[config.mk]
export PLATFORM = sky130hd
export DESIGN_NAME = pascal_like_token_scanner_flat
export DESIGN_NICKNAME = d
export VERILOG_FILES = /design/src/plts_pkg.sv /design/src/plts_stream_if.sv /design/src/plts_front.sv /design/src/plts_queue.sv /design/src/pascal_like_token_scanner.sv /design/src/flat_wrapper.sv
export VERILOG_INCLUDE_DIRS = /design/src /design/src/src
export SDC_FILE = /design/constraint.sdc
export NUM_CORES = 1
export LEC_CHECK = 0
export ABC_AREA = 1
export BUFFER_PORTS_ARGS = -buffer_cell sky130_fd_sc_hd__buf_2
export CAP_MARGIN = 40
export CORE_MARGIN = 2
export CORE_UTILIZATION = 40
export CTS_CLUSTER_DIAMETER = 200
export DETAILED_ROUTE_END_ITERATION = 7
export PLACE_DENSITY = 0.58
export SYNTH_ARGS = -nofsm -noshare
export SYNTH_HDL_FRONTEND = slang
export SYNTH_SLANG_ARGS = --single-unit
[constraint.sdc]
create_clock -name clk -period 3.1 [get_ports clk]
set_input_delay 0.155 -clock clk [delete_from_list [all_inputs] [get_ports clk]]
set_output_delay 0.155 -clock clk [all_outputs]
set_load 0.005 [all_outputs]
[src/pascal_like_token_scanner_macros.svh]
// Assertion macros for the token scanner.
// Used by plts_queue to check its own fill level and pushes.
`ifndef PASCAL_LIKE_TOKEN_SCANNER_MACROS_SVH
`define PASCAL_LIKE_TOKEN_SCANNER_MACROS_SVH
// Assert that a condition implies a consequence in the same cycle.
`define PLTS_ASSERT_IMP(label, cond, conseq, msg) \
    label: assert property (@(posedge clk) disable iff (!rst_n) (cond) |-> (conseq)) \
        else $error(msg);
// Assert that a condition implies a consequence in the next cycle.
`define PLTS_ASSERT_NEXT(label, cond, conseq, msg) \
    label: assert property (@(posedge clk) disable iff (!rst_n) (cond) |=> (conseq)) \
        else $error(msg);
`endif

[src/plts_pkg.sv]
// Package for the token scanner: token kinds, status codes, result type.
// No dependencies.
package plts_pkg;
    localparam int IDENT_MAX_LEN_DEF  = 32;
    localparam int STRING_MAX_LEN_DEF = 128;
    localparam int KEYWORD_COUNT      = 7;
    localparam int QUEUE_DEPTH        = 4;

    localparam logic [4:0] TK_KEYWORD = 5'd0;
    localparam logic [4:0] TK_IDENT   = 5'd1;
    localparam logic [4:0] TK_INTEGER = 5'd2;
    localparam logic [4:0] TK_STRING  = 5'd3;
    localparam logic [4:0] TK_COMMA   = 5'd4;
    localparam logic [4:0] TK_SEMI    = 5'd5;
    localparam logic [4:0] TK_PERIOD  = 5'd6;
    localparam logic [4:0] TK_COLON   = 5'd7;
    localparam logic [4:0] TK_LPAREN  = 5'd8;
    localparam logic [4:0] TK_RPAREN  = 5'd9;
    localparam logic [4:0] TK_LT      = 5'd10;
    localparam logic [4:0] TK_GT      = 5'd11;
    localparam logic [4:0] TK_EQ      = 5'd12;
    localparam logic [4:0] TK_PLUS    = 5'd13;
    localparam logic [4:0] TK_MINUS   = 5'd14;
    localparam logic [4:0] TK_STAR    = 5'd15;
    localparam logic [4:0] TK_SLASH   = 5'd16;
    localparam logic [4:0] TK_LE      = 5'd17;
    localparam logic [4:0] TK_GE      = 5'd18;
    localparam logic [4:0] TK_NE      = 5'd19;
    localparam logic [4:0] TK_ASSIGN  = 5'd20;

    localparam logic [2:0] ST_TOKEN   = 3'd0;
    localparam logic [2:0] ST_END     = 3'd1;
    localparam logic [2:0] ST_BIGNUM  = 3'd2;
    localparam logic [2:0] ST_LONGSTR = 3'd3;
    localparam logic [2:0] ST_UNKNOWN = 3'd4;

    localparam logic [2:0] KW_FIN = 3'd3;
    localparam logic [31:0] BIG_NUMBER = 32'h8000_0000;

    typedef struct packed {
        logic [4:0]  token_kind;
        logic [2:0]  keyword_index;
        logic [30:0] number_value;
        logic [7:0]  token_length;
        logic [15:0] line_number;
        logic [2:0]  status;
        logic        last_of_run;
    } result_t;

    // Keyword character at a position, upper case; 0 past the end.
    function automatic logic [7:0] kw_char(input logic [2:0] k, input logic [3:0] p);
        logic [71:0] s;
        logic [3:0]  n;
        s = '0;
        n = 4'd0;
        case (k)
            3'd0: begin s[71:32] = "CONST";     n = 4'd5; end
            3'd1: begin s[71:32] = "DEBUT";     n = 4'd5; end
            3'd2: begin s[71:24] = "ECRIRE";    n = 4'd6; end
            3'd3: begin s[71:48] = "FIN";       n = 4'd3; end
            3'd4: begin s[71:40] = "LIRE";      n = 4'd4; end
            3'd5: begin s              = "PROGRAMME"; n = 4'd9; end
            3'd6: begin s[71:48] = "VAR";       n = 4'd3; end
            default: begin s = '0; n = 4'd0; end
        endcase
        if (p >= n)
            return 8'd0;
        return s[71 - 8 * p -: 8];
    endfunction

    function automatic logic [3:0] kw_len(input logic [2:0] k);
        case (k)
            3'd0, 3'd1: return 4'd5;
            3'd2:       return 4'd6;
            3'd3, 3'd6: return 4'd3;
            3'd4:       return 4'd4;
            3'd5:       return 4'd9;
            default:    return 4'd0;
        endcase
    endfunction
endpackage

[src/plts_stream_if.sv]
// Valid/ready channel interface carrying a parameterized payload.
// Depends on nothing; payload types come from plts_pkg at instantiation.
interface plts_stream_if #(parameter type payload_t = logic [8:0]);
    logic     valid;
    logic     ready;
    payload_t data;
    modport source (output valid, output data, input ready);
    modport sink   (input valid, input data, output ready);
endinterface

[src/plts_front.sv]
// Front part: holds the scan state, classifies each byte and produces up to
// two result descriptors per byte. Depends on plts_pkg.
module plts_front #(
    parameter int IDENT_MAX_LEN  = plts_pkg::IDENT_MAX_LEN_DEF,
    parameter int STRING_MAX_LEN = plts_pkg::STRING_MAX_LEN_DEF
) (
    input  logic                 clk,
    input  logic                 rst_n,
    input  logic                 in_fire,
    input  logic [7:0]           char_code,
    input  logic                 end_of_input,
    output logic [1:0]           res_count,
    output plts_pkg::result_t    res0,
    output plts_pkg::result_t    res1
);
    typedef enum logic [3:0] {
        M_IDLE, M_COMMENT, M_NUMBER, M_STRING, M_STRQ, M_IDENT, M_LT, M_GT, M_COLON
    } mode_t;

    mode_t       mode_reg, mode_next;
    logic [7:0]  depth_reg, depth_next;
    logic [31:0] acc_reg, acc_next;
    logic [7:0]  len_reg, len_next;
    logic [6:0]  cand_reg, cand_next;
    logic [15:0] line_reg, line_next;
    logic        halted_reg, halted_next;

    plts_pkg::result_t r0, r1;
    logic [1:0] cnt;

    function automatic logic is_digit(input logic [7:0] c);
        return c >= "0" && c <= "9";
    endfunction
    function automatic logic is_letter(input logic [7:0] c);
        return (c >= "A" && c <= "Z") || (c >= "a" && c <= "z");
    endfunction

    always_comb
    begin
        plts_pkg::result_t e;
        logic again;
        logic [35:0] prod;
        logic [7:0] up;
        logic found;
        logic [1:0] first_cnt;
        e = '0;
        again = 1'b0;
        prod = '0;
        up = 8'd0;
        found = 1'b0;
        first_cnt = 2'd0;
        mode_next = mode_reg;
        depth_next = depth_reg;
        acc_next = acc_reg;
        len_next = len_reg;
        cand_next = cand_reg;
        line_next = line_reg;
        halted_next = halted_reg;
        cnt = 2'd0;
        r0 = '0;
        r1 = '0;
        if (!halted_reg) begin
            if (!end_of_input && char_code == 8'h0a && line_reg != 16'hffff)
                line_next = line_reg + 16'd1;
            e.line_number = end_of_input ? line_reg : line_next;

            // First phase: the pending token
            e.token_kind = plts_pkg::TK_KEYWORD;
            if (end_of_input || mode_reg == M_IDLE) again = 1'b1;
            unique case (mode_reg)
                M_IDLE: ;
                M_COMMENT:
                begin
                    if (end_of_input) mode_next = M_IDLE;
                    else if (char_code == "{") begin
                        if (depth_reg != 8'hff) depth_next = depth_reg + 8'd1;
                    end else if (char_code == "}") begin
                        if (depth_reg != 8'd0) depth_next = depth_reg - 8'd1;
                        if (depth_reg <= 8'd1) mode_next = M_IDLE;
                    end
                end
                M_NUMBER:
                begin
                    if (!end_of_input && is_digit(char_code)) begin
                        prod = {acc_reg, 3'b000} + {2'b00, acc_reg, 1'b0}
                             + {28'd0, char_code - 8'h30};
                        acc_next = (prod > 36'd2147483647) ? plts_pkg::BIG_NUMBER
                                                           : prod[31:0];
                    end else begin
                        again = 1'b1;
                        mode_next = M_IDLE;
                        cnt = 2'd1;
                        if (acc_reg[31]) begin
                            r0.status = plts_pkg::ST_BIGNUM;
                            r0.line_number = e.line_number;
                            halted_next = 1'b1;
                        end else begin
                            r0 = e;
                            r0.token_kind = plts_pkg::TK_INTEGER;
                            r0.number_value = acc_reg[30:0];
                        end
                    end
                end
                M_STRING:
                begin
                    if (end_of_input) mode_next = M_IDLE;
                    else if (char_code == "'") mode_next = M_STRQ;
                    else if (32'(len_reg) + 32'd3 >= 32'(STRING_MAX_LEN)) begin
                        cnt = 2'd1;
                        r0.status = plts_pkg::ST_LONGSTR;
                        r0.line_number = e.line_number;
                        halted_next = 1'b1;
                    end else len_next = len_reg + 8'd1;
                end
                M_STRQ:
                begin
                    if (!end_of_input && char_code == "'") begin
                        mode_next = M_STRING;
                        if (32'(len_reg) + 32'd3 >= 32'(STRING_MAX_LEN)) begin
                            cnt = 2'd1;
                            r0.status = plts_pkg::ST_LONGSTR;
                            r0.line_number = e.line_number;
                            halted_next = 1'b1;
                        end else len_next = len_reg + 8'd1;
                    end else begin
                        again = 1'b1;
                        mode_next = M_IDLE;
                        cnt = 2'd1;
                        r0 = e;
                        r0.token_kind = plts_pkg::TK_STRING;
                        r0.token_length = len_reg;
                    end
                end
                M_IDENT:
                begin
                    if (!end_of_input && (is_letter(char_code) || is_digit(char_code)
                                          || char_code == "_")) begin
                        if (32'(len_reg) < 32'(IDENT_MAX_LEN)) begin
                            up = (char_code >= "a" && char_code <= "z")
                               ? char_code - 8'd32 : char_code;
                            for (int k = 0; k < 7; k++)
                                if (len_reg >= 8'(plts_pkg::kw_len(3'(k))) ||
                                    plts_pkg::kw_char(3'(k), len_reg[3:0]) != up)
                                    cand_next[k] = 1'b0;
                            len_next = len_reg + 8'd1;
                        end
                    end else begin
                        again = 1'b1;
                        mode_next = M_IDLE;
                        cnt = 2'd1;
                        r0 = e;
                        r0.token_kind = plts_pkg::TK_IDENT;
                        r0.token_length = len_reg;
                        for (int k = 6; k >= 0; k--)
                            if (cand_reg[k] && len_reg == 8'(plts_pkg::kw_len(3'(k)))) begin
                                found = 1'b1;
                                r0.keyword_index = 3'(k);
                            end
                        if (found) begin
                            r0.token_kind = plts_pkg::TK_KEYWORD;
                            r0.token_length = 8'd0;
                            if (r0.keyword_index == plts_pkg::KW_FIN) halted_next = 1'b1;
                        end
                    end
                end
                M_LT, M_GT, M_COLON:
                begin
                    mode_next = M_IDLE;
                    cnt = 2'd1;
                    r0 = e;
                    if (!end_of_input && char_code == "=")
                        r0.token_kind = (mode_reg == M_LT) ? plts_pkg::TK_LE :
                                        (mode_reg == M_GT) ? plts_pkg::TK_GE :
                                        plts_pkg::TK_ASSIGN;
                    else if (!end_of_input && char_code == ">" && mode_reg == M_LT)
                        r0.token_kind = plts_pkg::TK_NE;
                    else begin
                        again = 1'b1;
                        r0.token_kind = (mode_reg == M_LT) ? plts_pkg::TK_LT :
                                        (mode_reg == M_GT) ? plts_pkg::TK_GT :
                                        plts_pkg::TK_COLON;
                    end
                end
                default: ;
            endcase
            first_cnt = cnt;

            // Second phase: end marker or rescan from idle
            if (again && !halted_next) begin
                r1 = e;
                if (end_of_input) begin
                    mode_next = M_IDLE;
                    r1.status = plts_pkg::ST_END;
                    halted_next = 1'b1;
                    cnt = cnt + 2'd1;
                end else begin
                    mode_next = M_IDLE;
                    case (char_code)
                        " ", 8'h09, 8'h0a: ;
                        "{": begin mode_next = M_COMMENT; depth_next = 8'd1; end
                        "'": begin mode_next = M_STRING; len_next = 8'd0; end
                        "<": mode_next = M_LT;
                        ">": mode_next = M_GT;
                        ":": mode_next = M_COLON;
                        ",": begin r1.token_kind = plts_pkg::TK_COMMA;  cnt = cnt + 2'd1; end
                        ";": begin r1.token_kind = plts_pkg::TK_SEMI;   cnt = cnt + 2'd1; end
                        ".": begin r1.token_kind = plts_pkg::TK_PERIOD; cnt = cnt + 2'd1; end
                        "(": begin r1.token_kind = plts_pkg::TK_LPAREN; cnt = cnt + 2'd1; end
                        ")": begin r1.token_kind = plts_pkg::TK_RPAREN; cnt = cnt + 2'd1; end
                        "=": begin r1.token_kind = plts_pkg::TK_EQ;     cnt = cnt + 2'd1; end
                        "+": begin r1.token_kind = plts_pkg::TK_PLUS;   cnt = cnt + 2'd1; end
                        "-": begin r1.token_kind = plts_pkg::TK_MINUS;  cnt = cnt + 2'd1; end
                        "*": begin r1.token_kind = plts_pkg::TK_STAR;   cnt = cnt + 2'd1; end
                        "/": begin r1.token_kind = plts_pkg::TK_SLASH;  cnt = cnt + 2'd1; end
                        default:
                        begin
                            if (is_digit(char_code)) begin
                                mode_next = M_NUMBER;
                                acc_next = {24'd0, char_code - 8'h30};
                            end else if (is_letter(char_code) || char_code == "_") begin
                                mode_next = M_IDENT;
                                len_next = 8'd1;
                                up = (char_code >= "a" && char_code <= "z")
                                   ? char_code - 8'd32 : char_code;
                                for (int k = 0; k < 7; k++)
                                    cand_next[k] = (plts_pkg::kw_char(3'(k), 4'd0) == up);
                            end else begin
                                r1.status = plts_pkg::ST_UNKNOWN;
                                halted_next = 1'b1;
                                cnt = cnt + 2'd1;
                            end
                        end
                    endcase
                end
            end
            // Pack: if the first phase gave nothing, move the second into slot 0
            if (cnt == 2'd1 && first_cnt == 2'd0)
                r0 = r1;
        end
        res0 = r0;
        res1 = r1;
        res_count = cnt;
        if (cnt == 2'd1) res0.last_of_run = 1'b1;
        if (cnt == 2'd2) res1.last_of_run = 1'b1;
    end

    always_ff @(posedge clk or negedge rst_n)
    begin
        if (!rst_n) begin
            mode_reg   <= M_IDLE;
            depth_reg  <= '0;
            acc_reg    <= '0;
            len_reg    <= '0;
            cand_reg   <= '1;
            line_reg   <= '0;
            halted_reg <= 1'b0;
        end else if (in_fire) begin
            mode_reg   <= mode_next;
            depth_reg  <= depth_next;
            acc_reg    <= acc_next;
            len_reg    <= len_next;
            cand_reg   <= cand_next;
            line_reg   <= line_next;
            halted_reg <= halted_next;
        end
    end
endmodule

[src/plts_queue.sv]
// Result queue between the scanning front and the output side; takes up
// to two results per cycle and hands out one. Depends on plts_pkg.
`include "pascal_like_token_scanner_macros.svh"
module plts_queue #(
    parameter int DEPTH = plts_pkg::QUEUE_DEPTH
) (
    input  logic              clk,
    input  logic              rst_n,
    input  logic [1:0]        push_count,
    input  plts_pkg::result_t push0,
    input  plts_pkg::result_t push1,
    output logic              has_room,
    plts_stream_if.source     out
);
    localparam int AW = $clog2(DEPTH);

    plts_pkg::result_t mem [DEPTH];
    logic [AW-1:0] wr_reg, rd_reg;
    logic [AW:0]   fill_reg, fill_next;
    logic          pop;

    assign pop = out.valid && out.ready;
    assign out.valid = fill_reg != '0;
    assign out.data = mem[rd_reg];
    assign has_room = fill_reg <= (AW + 1)'(DEPTH - 2);
    assign fill_next = fill_reg + (AW + 1)'(push_count) - (AW + 1)'(pop);

    always_ff @(posedge clk)
    begin
        if (push_count != 2'd0) mem[wr_reg] <= push0;
        if (push_count == 2'd2) mem[wr_reg + AW'(1)] <= push1;
    end

    always_ff @(posedge clk or negedge rst_n)
    begin
        if (!rst_n) begin
            wr_reg <= '0;
            rd_reg <= '0;
            fill_reg <= '0;
        end else begin
            wr_reg <= wr_reg + AW'(push_count);
            rd_reg <= rd_reg + AW'(pop);
            fill_reg <= fill_next;
        end
    end

    `PLTS_ASSERT_IMP(a_no_overflow, push_count != 2'd0, has_room, "queue push while full")
    `PLTS_ASSERT_IMP(a_fill_bound, 1'b1, fill_reg <= (AW + 1)'(DEPTH), "queue fill exceeds depth")
    `PLTS_ASSERT_NEXT(a_fill_track, push_count == 2'd0 && !pop, $stable(fill_reg),
                      "queue fill moved without transfer")
endmodule

[src/pascal_like_token_scanner.sv]
// Token scanner top level: one source byte per transfer in, token
// descriptors out. A byte transfer's results are registered in the result
// queue; throughput 1 byte per cycle while the 4-entry result queue has room
// for two results. Reset (rst_n, async, active low) clears scan state and
// queue. Depends on plts_pkg, plts_stream_if, plts_front and plts_queue.
module pascal_like_token_scanner #(
    parameter int IDENT_MAX_LEN  = plts_pkg::IDENT_MAX_LEN_DEF,
    parameter int STRING_MAX_LEN = plts_pkg::STRING_MAX_LEN_DEF
) (
    input  logic      clk,
    input  logic      rst_n,
    plts_stream_if.sink   in_ch,
    plts_stream_if.source out_ch
);
    logic [1:0] cnt;
    plts_pkg::result_t r0, r1;
    logic room, fire;

    assign in_ch.ready = room;
    assign fire = in_ch.valid && room;

    plts_front #(.IDENT_MAX_LEN(IDENT_MAX_LEN), .STRING_MAX_LEN(STRING_MAX_LEN)) u_front (
        .clk(clk), .rst_n(rst_n), .in_fire(fire),
        .char_code(in_ch.data[7:0]), .end_of_input(in_ch.data[8]),
        .res_count(cnt), .res0(r0), .res1(r1)
    );

    plts_queue u_queue (
        .clk(clk), .rst_n(rst_n), .push_count(fire ? cnt : 2'd0),
        .push0(r0), .push1(r1), .has_room(room), .out(out_ch)
    );
endmodule
[src/flat_wrapper.sv]
// flat-port wrapper written by rule: the top's interface ports become plain ports
module pascal_like_token_scanner_flat 
#(
    parameter int IDENT_MAX_LEN  = plts_pkg::IDENT_MAX_LEN_DEF,
    parameter int STRING_MAX_LEN = plts_pkg::STRING_MAX_LEN_DEF
)
  (clk, rst_n, in_ch_valid, in_ch_data, in_ch_ready, out_ch_valid, out_ch_data, out_ch_ready);
  plts_stream_if in_ch_i ();
  plts_stream_if out_ch_i ();
  input  logic clk;
  input  logic rst_n;
  input wire logic [$bits(in_ch_i.valid)-1:0] in_ch_valid;
  input wire logic [$bits(in_ch_i.data)-1:0] in_ch_data;
  output wire logic [$bits(in_ch_i.ready)-1:0] in_ch_ready;
  output wire logic [$bits(out_ch_i.valid)-1:0] out_ch_valid;
  output wire logic [$bits(out_ch_i.data)-1:0] out_ch_data;
  input wire logic [$bits(out_ch_i.ready)-1:0] out_ch_ready;
  assign in_ch_i.valid = in_ch_valid;
  assign in_ch_i.data = in_ch_data;
  assign in_ch_ready = in_ch_i.ready;
  assign out_ch_valid = out_ch_i.valid;
  assign out_ch_data = out_ch_i.data;
  assign out_ch_i.ready = out_ch_ready;
  pascal_like_token_scanner #(.IDENT_MAX_LEN(IDENT_MAX_LEN), .STRING_MAX_LEN(STRING_MAX_LEN)) u_core (.clk(clk), .rst_n(rst_n), .in_ch(in_ch_i), .out_ch(out_ch_i));
endmodule
=== Word level (Yosys, flattened, before mapping) ===
Memories as Yosys holds them, arrays and structs flattened.
Index checks and enable logic that the tools add are counted.
Widths: inputs -> output; s select.

* Memory bits (read-only): 0
* Input bits: 13
* Bits in latches: 0
* Register bits: 83
* Word-level logic and storage cells: 592
* RAM bits: 268
* Memories: 1
* Output and inout bits: 11

{| class="wikitable"
|+ Memory list
! memory !! words !! width !! read ports !! clocked after memory_dff !! write ports !! RTL line !! source
|-
| u_core.u_queue.mem || 4 || 67 || 1 || 0 || 2 || plts_queue.sv:17 || <nowiki>plts_pkg::result_t mem [DEPTH];</nowiki>
|}

* Shift operators: 7
* Add/sub/neg operators: 16
* Bitwise logic cells: 1
* Eq/ne operators: 60
* Multiplexer cells: 421
* Multipliers: 0
* Reductions and logical operators: 50
* Divide/modulo/power cells: 0
* $lt $le $gt $ge: 26

{| class="wikitable"
|+ Operators with widths
! operator !! count
|-
| $mux 8 || 115
|-
| $shiftx 79x33->8 || 7
|-
| $mux 32 || 15
|-
| $mux 40 || 12
|-
| $mux 48 || 8
|-
| $mux 4 || 77
|-
| $mux 24 || 12
|-
| $mux 72 || 4
|-
| $mux 67 || 4
|-
| $pmux 47 s4 || 1
|-
| $eq 8x6->1 const B || 15
|-
| $mux 1 || 110
|-
| $pmux 19 s5 || 1
|-
| $mux 44 || 2
|-
| $mux 19 || 4
|-
| $mux 64 || 1
|-
| $mux 63 || 1
|-
| $eq 8x8->1 || 7
|-
| $mux 7 || 8
|-
| $ne 8x8->1 || 7
|-
| $mux 3 || 18
|-
| $pmux 5 s10 || 1
|-
| $pmux 4 s6 || 2
|-
| $eq 8x4->1 || 5
|-
| other kinds (65) || 144
|}

=== Longest topological paths before layout ===
Gate-level depths: netlist (run 1).

* Depth in word-level cells: 52
* Depth in mapped cells: 25
* Gate-level depth less buffers: 23

=== Modules after synthesis ===
From an unflattened synthesis (run 1), not the netlist that was laid out.

* Cell total of the unflattened synthesis: 1918
* Area total of the unflattened synthesis: 12878.6 µm²

{| class="wikitable"
|+ By module, submodules not included
! module !! area each (µm²) !! sequential area each (µm²) !! cells each !! instances
|-
| plts_front || 10558.9 || 1910.6 || 1672 || 1
|-
| plts_queue || 2297.2 || 1256.2 || 240 || 1
|-
| pascal_like_token_scanner || 22.5 || 0.0 || 6 || 1
|}

=== Worst setup path before layout (run 1) ===
No wires, ideal clock.

* Path kind: input-to-reg
* Start: input port in_ch_data[6]
* End: register u_core.u_front.acc_reg[21]
* Path buffers: 3
* Library setup time: 76 ps
* Required time: 3024 ps
* Path slack: -457 ps
* Stages: 21
* Arrival time: 3481 ps
* Cell sequence: buf_4 > inv_2 > ha_1 > a21oi_1 > xor2_1 > fa_1 > ha_1 > a21o_1 > a21oi_1 > o21ai_0 > nand2_1 > nand2_1 > xor2_1 > a21oi_1 > and2_1 > buf_4 > nand2_2 > buf_2 > nor2_1 > nor2_1 > o21ai_1

* Cells in the longest elaborated chain, start to end: 12
* Elaborated cells between the ends (all ways): 64
* Classes of those cells: 2 x add/sub; 7 x order compare; 19 x eq/ne; 21 x mux; 15 x reduce/logical

{| class="wikitable"
|+ RTL lines
! what !! RTL line !! source
|-
| start: declaration || flat_wrapper.sv:13 || <nowiki>input wire logic [$bits(in_ch_i.data)-1:0] in_ch_data;</nowiki>
|-
| branches (longest 11 deep; another with $add 36x8->36) || - ||
|-
| $mux 32 (*) || plts_front.sv:189 || <nowiki>if (again && !halted_next) begin</nowiki>
|-
| end signal: assignment || plts_front.sv:260 || <nowiki>acc_reg <= acc_next;</nowiki>
|-
| end: declaration || plts_front.sv:22 || <nowiki>logic [31:0] acc_reg, acc_next;</nowiki>
|}

Mark *: on every way between the ends. The select of a mux whose other input is x is not followed.
A chain may end at the register's enable or synchronous reset.

=== Worst setup path in the final report (run 1) ===
* Start: register u_core.u_front.acc_reg[0]
* End: register u_core.u_front.acc_reg[0]

* Cells in the longest elaborated chain, start to end: 10

{| class="wikitable"
|+ RTL lines
! what !! RTL line !! source
|-
| $add 35x33->36 || plts_front.sv:85 || <nowiki>prod = {acc_reg, 3'b000} + {2'b00, acc_reg, 1'b0}</nowiki>
|-
| $add 36x8->36 || plts_front.sv:86 || <nowiki>+ {28'd0, char_code - 8'h30};</nowiki>
|-
| $gt 36x31->1 || plts_front.sv:87 || <nowiki>acc_next = (prod > 36'd2147483647) ? plts_pkg::BIG_NUMBER</nowiki>
|-
| $mux 32 || plts_front.sv:87 ||
|-
| $mux 32 || plts_front.sv:84 || <nowiki>if (!end_of_input && is_digit(char_code)) begin</nowiki>
|-
| $mux 32 (*) || plts_front.sv:70 || <nowiki>unique case (mode_reg)</nowiki>
|-
| $mux 32 || plts_front.sv:217 || <nowiki>if (is_digit(char_code)) begin</nowiki>
|-
| $mux 32 || plts_front.sv:198 || <nowiki>case (char_code)</nowiki>
|-
| $mux 32 || plts_front.sv:191 || <nowiki>if (end_of_input) begin</nowiki>
|-
| $mux 32 (*) || plts_front.sv:189 ||
|}

Mark *: on every way between the ends. The rest lies on a longest branch, timed or not.

==> summary.md, run 1 <==
| Metric | Value |
|---|---|
| Mapped Area | `about 0.010 mm²` |
| Max frequency | `~0.33 GHz` |
| Ys Warns | `0` |
| Vias in the first global route | `between 9000 and 10000` |
| Area grow syn2layout | `28.04%` |
| Final ANT Viol Nets | `0` |
| Die extent in x | `approximately 160 µm` |
| Average wire per standard cell | `14.92 µm` |
| Final hold violations | `0` |
| Peak VDD IR | `about 370 µV` |
| Setup repair after global routing missed its margin | `yes` |
| Final WL | `29.55 mm` |
| Post-synth top flop | `dfrtp_1` |
| FP Rows | `58` |
| Clock buffer depth | `2` |
| Fillers | `~2500` |
| Total power | `roughly 4.4 mW` |
| Leakage | `6.057 nW` |
| Vias per inst | `5.217` |
| Status | `finished clean` |
| Max-cap viol count | `0` |
| Avg Cell Area, Syn | `7.017 µm²` |
| Synthesized instance count | `around 1500` |
| Worst min-delay path category | `primary input to register` |
| Minimum clock period | `about 3100 ps` |
| Critical path type | `register to register` |
| Worst slack at placement | `-332.1 ps` |
| Worst EP required | `3410 ps` |
| Post-DP HPWL | `roughly 22 mm` |
| Number of buffers added on ports | `23` |
| # DRC | `0` |
| Core area | `between 0.02 and 0.03 mm²` |
| Slew headroom | `between 60% and 70%` |
| Fin crit share | `99.09%` |
| CTS buffer count | `17` |
| First drt pass iteration count | `5` |
| Multi-input logic area | `between 0.006 and 0.007 mm²` |
| Setup ws final | `between 20 and 30 ps` |
| Top Ports | `24` |
| Clk pin slew, worst setup/hold paths | `roughly 60 ps` |
| H-tree Lvls | `4` |
| Synth async-reset ratio | `68.14%` |
| Yosys cell types | `64` |
| Die area | `0.02689 mm²` |
| Layout cells sized above 1 | `around a quarter` |
| Largest register FFs | `36` |
| GPL Wtd Cong | `between 0.8 and 0.9` |
| Register area share after synthesis | `29.00%` |
| Diodes inserted | `0` |
| Worst setup SP type | `register` |
| Die height | `about 160 µm` |
| Clock skew | `between 15 and 20 ps` |
| Initial drt markers | `around 520` |
| First-pass GRT wire length | `about 48 mm` |
| Vias | `slightly above 10000` |
| Clk sinks | `around 110` |
| Commonest non-fill, non-tap cell in the layout | `nand2_1` |
| Synth Register Bits | `113` |
| Synthesized Nets | `between 1500 and 2000` |
| Clk_lat worst skew | `430 ps` |
| Commonest cells after routing, fill and taps aside | `nand2_1, nor2_1, buf_4` |
| Pwr/cell area | `332.4 mW/mm²` |
| Initial Util | `about two fifths` |
| EDFF count, synth | `32` |
| Count of pins over their slew limit | `0` |
| CP Data Arrival Time | `roughly 3400 ps` |
| CP Max Fanout | `11` |
| TritonCTS clock tree | `done` |
| CP Capture Type | `register` |
| Antenna violations before repair | `0` |
| Gr usage total | `~22%` |
| Largest net degree at the start of global routing | `55` |
| Gr ovfl total | `0` |
| Setup violations, final | `0` |
| Nets@finish | `1738` |
| Worst slew pin tran | `568.0 ps` |
| Root buf cell | `clkbuf_16` |
| FF/Latch Area | `just under 0.003 mm²` |
## area by class of cell
cell class / instances / area share (%)
multi-input cells: 1160 / 53.29
flip-flops and latches: 113 / 22.69
repair buffers: 197 / 11.90
inverters: 149 / 4.439
clock buffers: 18 / 3.351
well taps: 330 / 3.150
clock inverters: 14 / 1.174
## report_power, final
part | switching (mW) | total (mW) | internal (mW)
registers | 0.0412 | 1.60 | 1.56
logic | 0.434 | 0.743 | 0.309
clock network | 0.795 | 2.01 | 1.22
## logic make-up after synthesis
family / Yosys count / synth area share [%]
AOI/OAI and AO/OA: 316 / 17.37
adders and majority gates: 87 / 11.15
and+or+nand+nor: 705 / 30.64
DFF: 113 / 29.00
xor gates and xnor gates: 51 / 4.437
buffers and inverters: 187 / 7.406
## worst max-delay path: stages, from the launching register on
cell and delay (ps):
dfrtp_1 410, inv_2 80, fa_2 470, fa_2 360, inv_2 60, nand3_2 50, nand2_2 100, a21oi_4 70
buf_6 120, o21ai_4 180, nand2_1 80, nand2_1 80, xor2_1 190, a21oi_2 50, and2_4 210, nand2_8 150
nor2_1 60, o21ai_1 140, o21ai_1 80
## worst paths after layout
kind	from	end	slack (ps)	cells past startpoint
hold reg to reg	u_core.u_queue.mem[2][2]	u_core.u_queue.mem[2][2]	460	2
min in group asynchronous	rst_n	u_core.u_front.len_reg[2]	140	2
setup / recovery	u_core.u_front.acc_reg[0]	u_core.u_front.acc_reg[0]	30	18
hold / removal	in_ch_valid	u_core.u_front.halted_reg	100	3
max in group asynchronous	rst_n	async pin	2350	3
setup reg to reg	u_core.u_front.acc_reg[0]	u_core.u_front.acc_reg[0]	30	18
## synth_stat cells (all sizes together), types with 2 or more instances
| library cell | number | area (µm²) |
|---|---|---|
| or2 | 7 | 43.80 |
| xor2 | 34 | 297.8 |
| a21o | 3 | 22.52 |
| o22ai | 22 | 137.6 |
| dfxtp | 4 | 80.08 |
| a31oi | 8 | 50.05 |
| nand3b | 5 | 41.29 |
| clkinv | 4 | 15.01 |
| buf | 18 | 113.9 |
| ha | 80 | 1001 |
| fa | 7 | 140.1 |
| edfxtp | 32 | 960.9 |
| nand2 | 352 | 1379 |
| nand4 | 21 | 173.9 |
| clkbuf | 20 | 75.07 |
| nor4 | 12 | 75.07 |
| nor2 | 202 | 819.5 |
| o211ai | 7 | 52.55 |
| a21oi | 96 | 514.3 |
| dfrtp | 76 | 1902 |
| nor3 | 21 | 132.6 |
| o31ai | 2 | 15.01 |
| a22oi | 2 | 15.01 |
| inv | 145 | 554.3 |
| nand3 | 79 | 432.9 |
| o21a | 4 | 30.03 |
| and3 | 4 | 25.02 |
| a21boi | 3 | 33.78 |
| o2111ai | 6 | 52.55 |
| o21ai | 154 | 778.2 |
| a211oi | 2 | 15.01 |
| xnor2 | 17 | 156.4 |
## per-stage QoR
| stage | utilization (%) | instance area [µm²] | cells | hold WS, ps | setup TNS [ps] |
|---|---|---|---|---|---|
| 5_1_grt | 52.05 | 13110 | 1981 | 105.1 | -4934 |
| 3_3_place_gp | 47.14 | 11870 | 1927 | 370.4 | -10380 |
| 3_5_place_dp | 47.25 | 11900 | 1928 | 60.45 | -14550 |
| 4_1_cts | 50.13 | 12620 | 1968 | 88.27 | 0 |
| 2_1_floorplan | - | 10360 | 1459 | -140.6 | -1880 |
| 6_report | 52.05 | 13110 | 1981 | 95.23 | 0 |
## routing by layer
metal / part of all wire [%] / up-vias / track usage (%)
li1: - / 5279 / -
met4: 1.3 / 0 / 5.821
met3: 3.3 / 29 / 3.359
met1: 46 / 4855 / 28.82
met5: 0 / - / 0
met2: 49 / 171 / 38.62
## repair_timing
action,in CTS,in global routing
gates cloned,1,0
buffers inserted,6,13
hold endpoints to repair,76,0
endpoints found under the setup margin,32,99
hold buffers,1,0
gates resized for setup,16,111
pin swaps,11,52
Note: power is estimated with default switching activity, not from simulation.
==> run 2: changes to the inputs <==
Settings changed: PLACE_DENSITY 0.58 to 0.57.
==> run 2 against run 1 <==
Net effect: the flow now finishes with violations (setup timing); critical path depth up 2; worst hold slack about the same; maximum frequency down 1.7%; utilization up 1.4 points; clock power up 7%; sequential power about the same; worst setup slack worse by 52 ps; non-clock buffer count down 1; die area unchanged; critical endpoint is now u_core.u_front.acc_reg[5]; largest cell class unchanged.
==> summary.md, run 2 (synthesis results as in run 1) <==
| Metric | Value |
|---|---|
| Critical path type | `register to register (unchanged)` |
| # DRC | `0 (unchanged)` |
| M3 GR Usage | `2.778% (was 3.359%)` |
| Post-DP HPWL | `21.98 mm (was 21.95 mm)` |
| DP Cell Count | `1928 (unchanged)` |
| Nets@finish | `1739 (was 1738)` |
| Post-Layout Inst Area | `0.01346 mm² (was 0.01311 mm²)` |
| First-pass GRT wire length | `49.43 mm (was 48.35 mm)` |
| Die area | `0.02689 mm² (unchanged)` |
| Worst slew pin tran | `518.3 ps (was 568.0 ps)` |
| Clk_lat worst skew | `420 ps (was 430 ps)` |
| Setup ws final | `-23.47 ps (was 28.23 ps)` |
| Largest register FFs | `36 (unchanged)` |
| CP Data Arrival Time | `3470 ps (was 3380 ps)` |
| Met1 usage | `29.73% (was 28.82%)` |
| Slew headroom | `65.41% (was 61.78%)` |
| Clock power share | `47.8% (was 46.1%)` |
| Gr usage total | `22.56% (was 22.23%)` |
| FF-to-FF setup slack | `-20 ps (was 30 ps)` |
| Reg2reg start | `u_core.u_front.acc_reg[2] (was u_core.u_front.acc_reg[0])` |
| Clk pin slew, worst setup/hold paths | `60 ps (about the same)` |
| H-tree Lvls | `4 (unchanged)` |
| Slowest cell on crit path | `fa_1 (was fa_2)` |
| Setup repair after global routing missed its margin | `yes (unchanged)` |
| Commonest cells after routing, fill and taps aside | `nand2_1, nor2_1, buf_4 (unchanged)` |
| Leakage | `6.092 nW (was 6.057 nW)` |
| Net Sw Frac | `28.29% (was 29.16%)` |
| Layout cells sized above 1 | `26.94% (was 24.53%)` |
| Worst EP required | `3450 ps (was 3410 ps)` |
| Area grow syn2layout | `31.45% (was 28.04%)` |
| Psw | `1.273 mW (was 1.270 mW)` |
| Die height | `164.0 µm (unchanged)` |
| Total Neg Setup Slack | `-91.54 ps (was 0 ps)` |
| Met2 Use GR | `39.19% (was 38.62%)` |
| Average wire per standard cell | `15.15 µm (was 14.92 µm)` |
| Hold_sp | `in_ch_valid (unchanged)` |
| Max frequency | `0.3202 GHz (was 0.3255 GHz)` |
| GPL Wtd Cong | `0.9204 (was 0.8944)` |
| FP Rows | `58 (unchanged)` |
| Hold slack final | `95.26 ps (was 95.23 ps)` |
| Combinational power share | `16.6% (was 17.1%)` |
| CP Capture Type | `register (unchanged)` |
| Worst setup SP type | `register (unchanged)` |
| Setup violations, final | `7 (was 0)` |
| Largest net degree at the start of global routing | `58 (was 55)` |
| Minimum clock period | `3123 ps (was 3072 ps)` |
| Fin crit share | `100.8% (was 99.09%)` |
| Number of buffers added on ports | `23 (unchanged)` |
| Vias in the first global route | `10110 (was 9889)` |
| Multi-input logic area | `0.007274 mm² (was 0.006985 mm²)` |
| Fillers | `2412 (was 2476)` |
| Fin cells | `1982 (was 1981)` |
| Most Frequent Cell on Critical Path | `nand2_1` |
| Initial drt markers | `643 (was 523)` |
| Top Ports | `24 (unchanged)` |
| Count of pins over their slew limit | `0 (unchanged)` |
| Core area | `0.02518 mm² (unchanged)` |
| Peak VDD IR | `457.5 µV (was 373.1 µV)` |
| Final WL | `30.03 mm (was 29.55 mm)` |
| Worst setup endpoint | `u_core.u_front.acc_reg[5] (was u_core.u_front.acc_reg[0])` |
| First drt pass iteration count | `6 (was 5)` |
| Crit-path leading delay family | `simple AND/OR/NAND/NOR gates (was adder cells)` |
| Worst min-delay path category | `primary input to register (unchanged)` |
| Final ANT Viol Nets | `0 (unchanged)` |
| R2R depth | `20 (was 18)` |
| Pwr/cell area | `334.3 mW/mm² (was 332.4 mW/mm²)` |
| Most used routing layer | `met2 (unchanged)` |
| Sequential share of power | `35.6% (was 36.8%)` |
| Max-cap viol count | `0 (unchanged)` |
| CTS buffer count | `17 (unchanged)` |
| Clock skew | `13.29 ps (was 15.75 ps)` |
| Internal power | `3.226 mW (was 3.087 mW)` |
| Gr ovfl total | `0 (unchanged)` |
| Crit-path cells | `buf_6 > fa_1 > ha_4 > a21oi_2 > nand2_2 > a21oi_4 > o21ai_2 > nand2_1 > nand2_2 > nand3_2 > nand2_1 > nand2_1 > nand2_1 > nor2_2 > and2_4 > buf_12 > nand2_8 > nor2_1 > nor2_1 > o21ai_1 (was inv_2 > fa_2 > fa_2 > inv_2 > nand3_2 > nand2_2 > a21oi_4 > buf_6 > o21ai_4 > nand2_1 > nand2_1 > xor2_1 > a21oi_2 > and2_4 > nand2_8 > nor2_1 > o21ai_1 > o21ai_1)` |
| Failing checks | `setup timing` |
| CP Max Fanout | `5 (was 11)` |
| Initial Util | `40.65% (unchanged)` |
| Final hold violations | `0 (unchanged)` |
| Vias per inst | `5.242 (was 5.217)` |
| Critical R2R Capture | `u_core.u_front.acc_reg[5] (was u_core.u_front.acc_reg[0])` |
| Vias | `10389 (was 10334)` |
| Status | `finished with violations (was finished clean)` |
| Clk sinks | `113 (unchanged)` |
| Stages on worst setup path | `20 (was 18)` |
| Hold Path Stages | `3 (unchanged)` |
| Diodes inserted | `0 (unchanged)` |
| Crit path from | `u_core.u_front.acc_reg[2] (was u_core.u_front.acc_reg[0])` |
| Worst path buffer plus inverter count | `2 (was 3)` |
| Clock buffer depth | `2 (unchanged)` |
| CP max stage delay | `510 ps (was 470 ps)` |
| Die extent in x | `164.0 µm (unchanged)` |
| FF/Latch Area | `0.002973 mm² (was 0.002974 mm²)` |
| Placed Area | `0.01194 mm² (was 0.01190 mm²)` |
| Antenna violations before repair | `0 (unchanged)` |
| TritonCTS clock tree | `done (unchanged)` |
| Commonest non-fill, non-tap cell in the layout | `nand2_1 (unchanged)` |
| Root buf cell | `clkbuf_16 (unchanged)` |
## run 2: worst register-to-register path, delay by kind of cell (launching register included)
| family | cells | cell delay (ps) |
|---|---|---|
| simple gates | 12 | 1130 |
| fa+ha+maj | 2 | 730 |
| compound gates | 4 | 520 |
| flops | 1 | 400 |
| buf+inv | 2 | 270 |
## run 2: timing repair
item / 4_1_cts / 5_1_grt
endpoints found under the hold margin: 54 / 0
setup buffers: 4 / 14
resized for setup: 15 / 165
pin swaps: 5 / 69
gates cloned: 1 / 2
hold buffers: 1 / 0
setup endpoints to repair: 48 / 102
## run 2: how the worst min path moves through the flow
stage / end
2_1_floorplan: async pin
3_3_place_gp: u_core.u_front.len_reg[2]
3_5_place_dp: u_core.u_front.len_reg[2]
4_1_cts: u_core.u_front.halted_reg
5_1_grt: u_core.u_front.halted_reg
6_report: u_core.u_front.halted_reg
## run 2: area by class of cell
class / instances / share of cell area (%)
clock inverters: 14 / 1.497
repair buffers: 196 / 11.77
clock buffers: 18 / 3.189
well taps: 330 / 3.068
multi-input cells: 1162 / 54.06
inverters: 149 / 4.324
flip-flops and latches: 113 / 22.09
## run 2: power groups by stage
stage	registers (mW)	clock network [mW]	logic, mW
floorplan	1.61	0	0.446
global placement	1.63	0	0.698
detailed placement	1.63	0	0.717
CTS	1.60	2.19	0.725
global route	1.61	2.25	0.852
finish	1.60	2.15	0.747
## run 2: metrics by stage
step	setup WS, ps	util (%)	power (mW)
4_1_cts	2.864	50.37	4.521
3_3_place_gp	-277.0	47.29	2.330
2_1_floorplan	-124.0	-	2.053
3_5_place_dp	-297.1	47.40	2.349
5_1_grt	-176.0	53.44	4.714
6_report	-23.47	53.44	4.499
## run 2: per-layer routing
metal	routed length [µm]	vias to the layer above	part of all wire, %
met2	14780	183	49
li1	-	5280	-
met1	14010	4884	47
met3	739	42	2.5
met4	497	0	1.7
met5	0	-	0
==> run 3: changes to the inputs <==
Settings changed: CTS_BUF_LIST from default to sky130_fd_sc_hd__clkbuf_16.
==> run 3 against run 2 <==
Net effect: register-to-register slack barely moved; utilization did not move; clock-buffer cell count fell by 1; critical endpoint unchanged; non-clock buffer count did not move; die area did not move; design area did not move; combinational power barely moved; the flow still finishes with violations (setup timing); sequential power barely moved; global-route usage did not move; cell count did not move.
==> summary.md, run 3 (synthesis results as in run 1) <==
| Metric | Value |
|---|---|
| Commonest non-fill, non-tap cell in the layout | `nand2_1 (unchanged)` |
| # DRC | `0 (unchanged)` |
| Clock buffer depth | `2 (unchanged)` |
| Setup violations, final | `7 (unchanged)` |
| First drt pass iteration count | `5 (was 6)` |
| CP Capture Type | `register (unchanged)` |
| Number of buffers added on ports | `23 (unchanged)` |
| Status | `finished with violations (unchanged)` |
| CTS buffer count | `17 (unchanged)` |
| Initial drt markers | `640 (was 643)` |
| TritonCTS clock tree | `done (unchanged)` |
| Worst EP required | `3450 ps (about the same)` |
| Setup repair after global routing missed its margin | `yes (unchanged)` |
| Commonest cells after routing, fill and taps aside | `nand2_1, nor2_1, buf_4 (unchanged)` |
| Final hold violations | `0 (unchanged)` |
| Peak VDD IR | `457.7 µV (was 457.5 µV)` |
| Die height | `164.0 µm (unchanged)` |
| Nets@finish | `1739 (unchanged)` |
| Leakage | `6.096 nW (was 6.092 nW)` |
| Count of pins over their slew limit | `0 (unchanged)` |
| CP Data Arrival Time | `3470 ps (about the same)` |
| Initial Util | `40.65% (unchanged)` |
| Top Ports | `24 (unchanged)` |
| Pwr/cell area | `334.0 mW/mm² (was 334.3 mW/mm²)` |
| Clk_lat worst skew | `420 ps (about the same)` |
| Clk pin slew, worst setup/hold paths | `60 ps (about the same)` |
| First-pass GRT wire length | `49.43 mm (unchanged)` |
| Largest register FFs | `36 (unchanged)` |
| Fin crit share | `100.7% (was 100.8%)` |
| Critical path type | `register to register (unchanged)` |
| Slew headroom | `65.67% (was 65.41%)` |
| Diodes inserted | `0 (unchanged)` |
| Clock skew | `12.55 ps (was 13.29 ps)` |
| Vias | `10387 (was 10389)` |
| Antenna violations before repair | `0 (unchanged)` |
| Gr usage total | `22.56% (unchanged)` |
| Clk sinks | `113 (unchanged)` |
| Failing checks | `setup timing (unchanged)` |
| Area grow syn2layout | `31.45% (unchanged)` |
| CP Max Fanout | `5 (unchanged)` |
| Die area | `0.02689 mm² (unchanged)` |
| Root buf cell | `clkbuf_16 (unchanged)` |
| Gr ovfl total | `0 (unchanged)` |
| Setup ws final | `-23.13 ps (was -23.47 ps)` |
| Post-DP HPWL | `21.98 mm (unchanged)` |
| Worst setup SP type | `register (unchanged)` |
| Layout cells sized above 1 | `26.94% (unchanged)` |
| H-tree Lvls | `4 (unchanged)` |
| Final WL | `30.01 mm (was 30.03 mm)` |
| Minimum clock period | `3123 ps (about the same)` |
| Die extent in x | `164.0 µm (unchanged)` |
| FP Rows | `58 (unchanged)` |
| Max-cap viol count | `0 (unchanged)` |
| Final ANT Viol Nets | `0 (unchanged)` |
| Max frequency | `0.3202 GHz (about the same)` |
| Worst slew pin tran | `514.4 ps (was 518.3 ps)` |
| Worst slack at placement | `-297.1 ps (unchanged)` |
| Vias per inst | `5.241 (was 5.242)` |
| GPL Wtd Cong | `0.9204 (unchanged)` |
| Largest net degree at the start of global routing | `58 (unchanged)` |
| Vias in the first global route | `10110 (unchanged)` |
| Worst min-delay path category | `primary input to register (unchanged)` |
| Layout Utilization | `53.44% (unchanged)` |
| Average wire per standard cell | `15.14 µm (was 15.15 µm)` |
| Core area | `0.02518 mm² (unchanged)` |
## run 3: final timing paths
path / from / endpoint / slack, ps / cells after the start
min in group asynchronous: rst_n / u_core.u_front.len_reg[2] / 270 / 3
max in group asynchronous: rst_n / async pin / 2300 / 4
max reg2reg: u_core.u_front.acc_reg[2] / u_core.u_front.acc_reg[5] / -20 / 20
min reg2reg: u_core.u_queue.mem[2][2] / u_core.u_queue.mem[2][2] / 460 / 2
min: in_ch_valid / u_core.u_front.halted_reg / 90 / 3
max: u_core.u_front.acc_reg[2] / u_core.u_front.acc_reg[5] / -20 / 20
## run 3: layout make-up
class                   count  area, µm²
clock buffers              17      425.4
clock inverters            15      205.2
fillers                  2412      11730
inverters                 149      581.8
multi-input cells        1162       7274
flip-flops and latches    113       2973
well taps                 330      412.9
repair buffers            196       1584
## run 3: what timing repair did
item | CTS | global route
hold endpoints to repair | 54 | 0
endpoints found under the setup margin | 48 | 102
hold buffers | 1 | 0
pin swaps | 5 | 69
gates resized for setup | 15 | 165
buffers inserted | 4 | 14
gates cloned | 1 | 2
## run 3: worst max-delay path: stages, from the launching register on
cell,delay [ps]
dfrtp_1,400
buf_6,120
fa_1,510
ha_4,220
a21oi_2,140
nand2_2,100
a21oi_4,190
o21ai_2,80
nand2_1,70
nand2_2,70
nand3_2,70
nand2_1,50
nand2_1,70
nand2_1,60
nor2_2,110
and2_4,300
buf_12,150
nand2_8,70
nor2_1,110
nor2_1,50
o21ai_1,100
## run 3: power breakdown
group / internal, mW / total [mW] / switching [mW]
combinational: 0.307 / 0.746 / 0.439
sequential: 1.56 / 1.60 / 0.0410
clock: 1.35 / 2.15 / 0.792
## run 3: layer usage
metal	share of wire (%)	track usage, %	vias to the layer above
met5	0	0	-
met4	1.7	5.742	0
met3	2.5	2.778	42
met2	49	39.19	191
met1	47	29.73	4874
li1	-	-	5280
## run 3: metrics by stage
stage                     hold WS (ps)  cell area [µm²]  TNS [ps]  power [mW]  std cells
after floorplan                 -140.6            10360     -1880       2.053       1459
after global placement           311.6            11910    -11600       2.330       1927
after detailed placement         183.6            11940    -13920       2.349       1928
after CTS                        88.52            12680         0       4.516       1966
after global routing             125.3            13460     -4893       4.711       1982
final                            94.87            13460    -88.45       4.495       1982
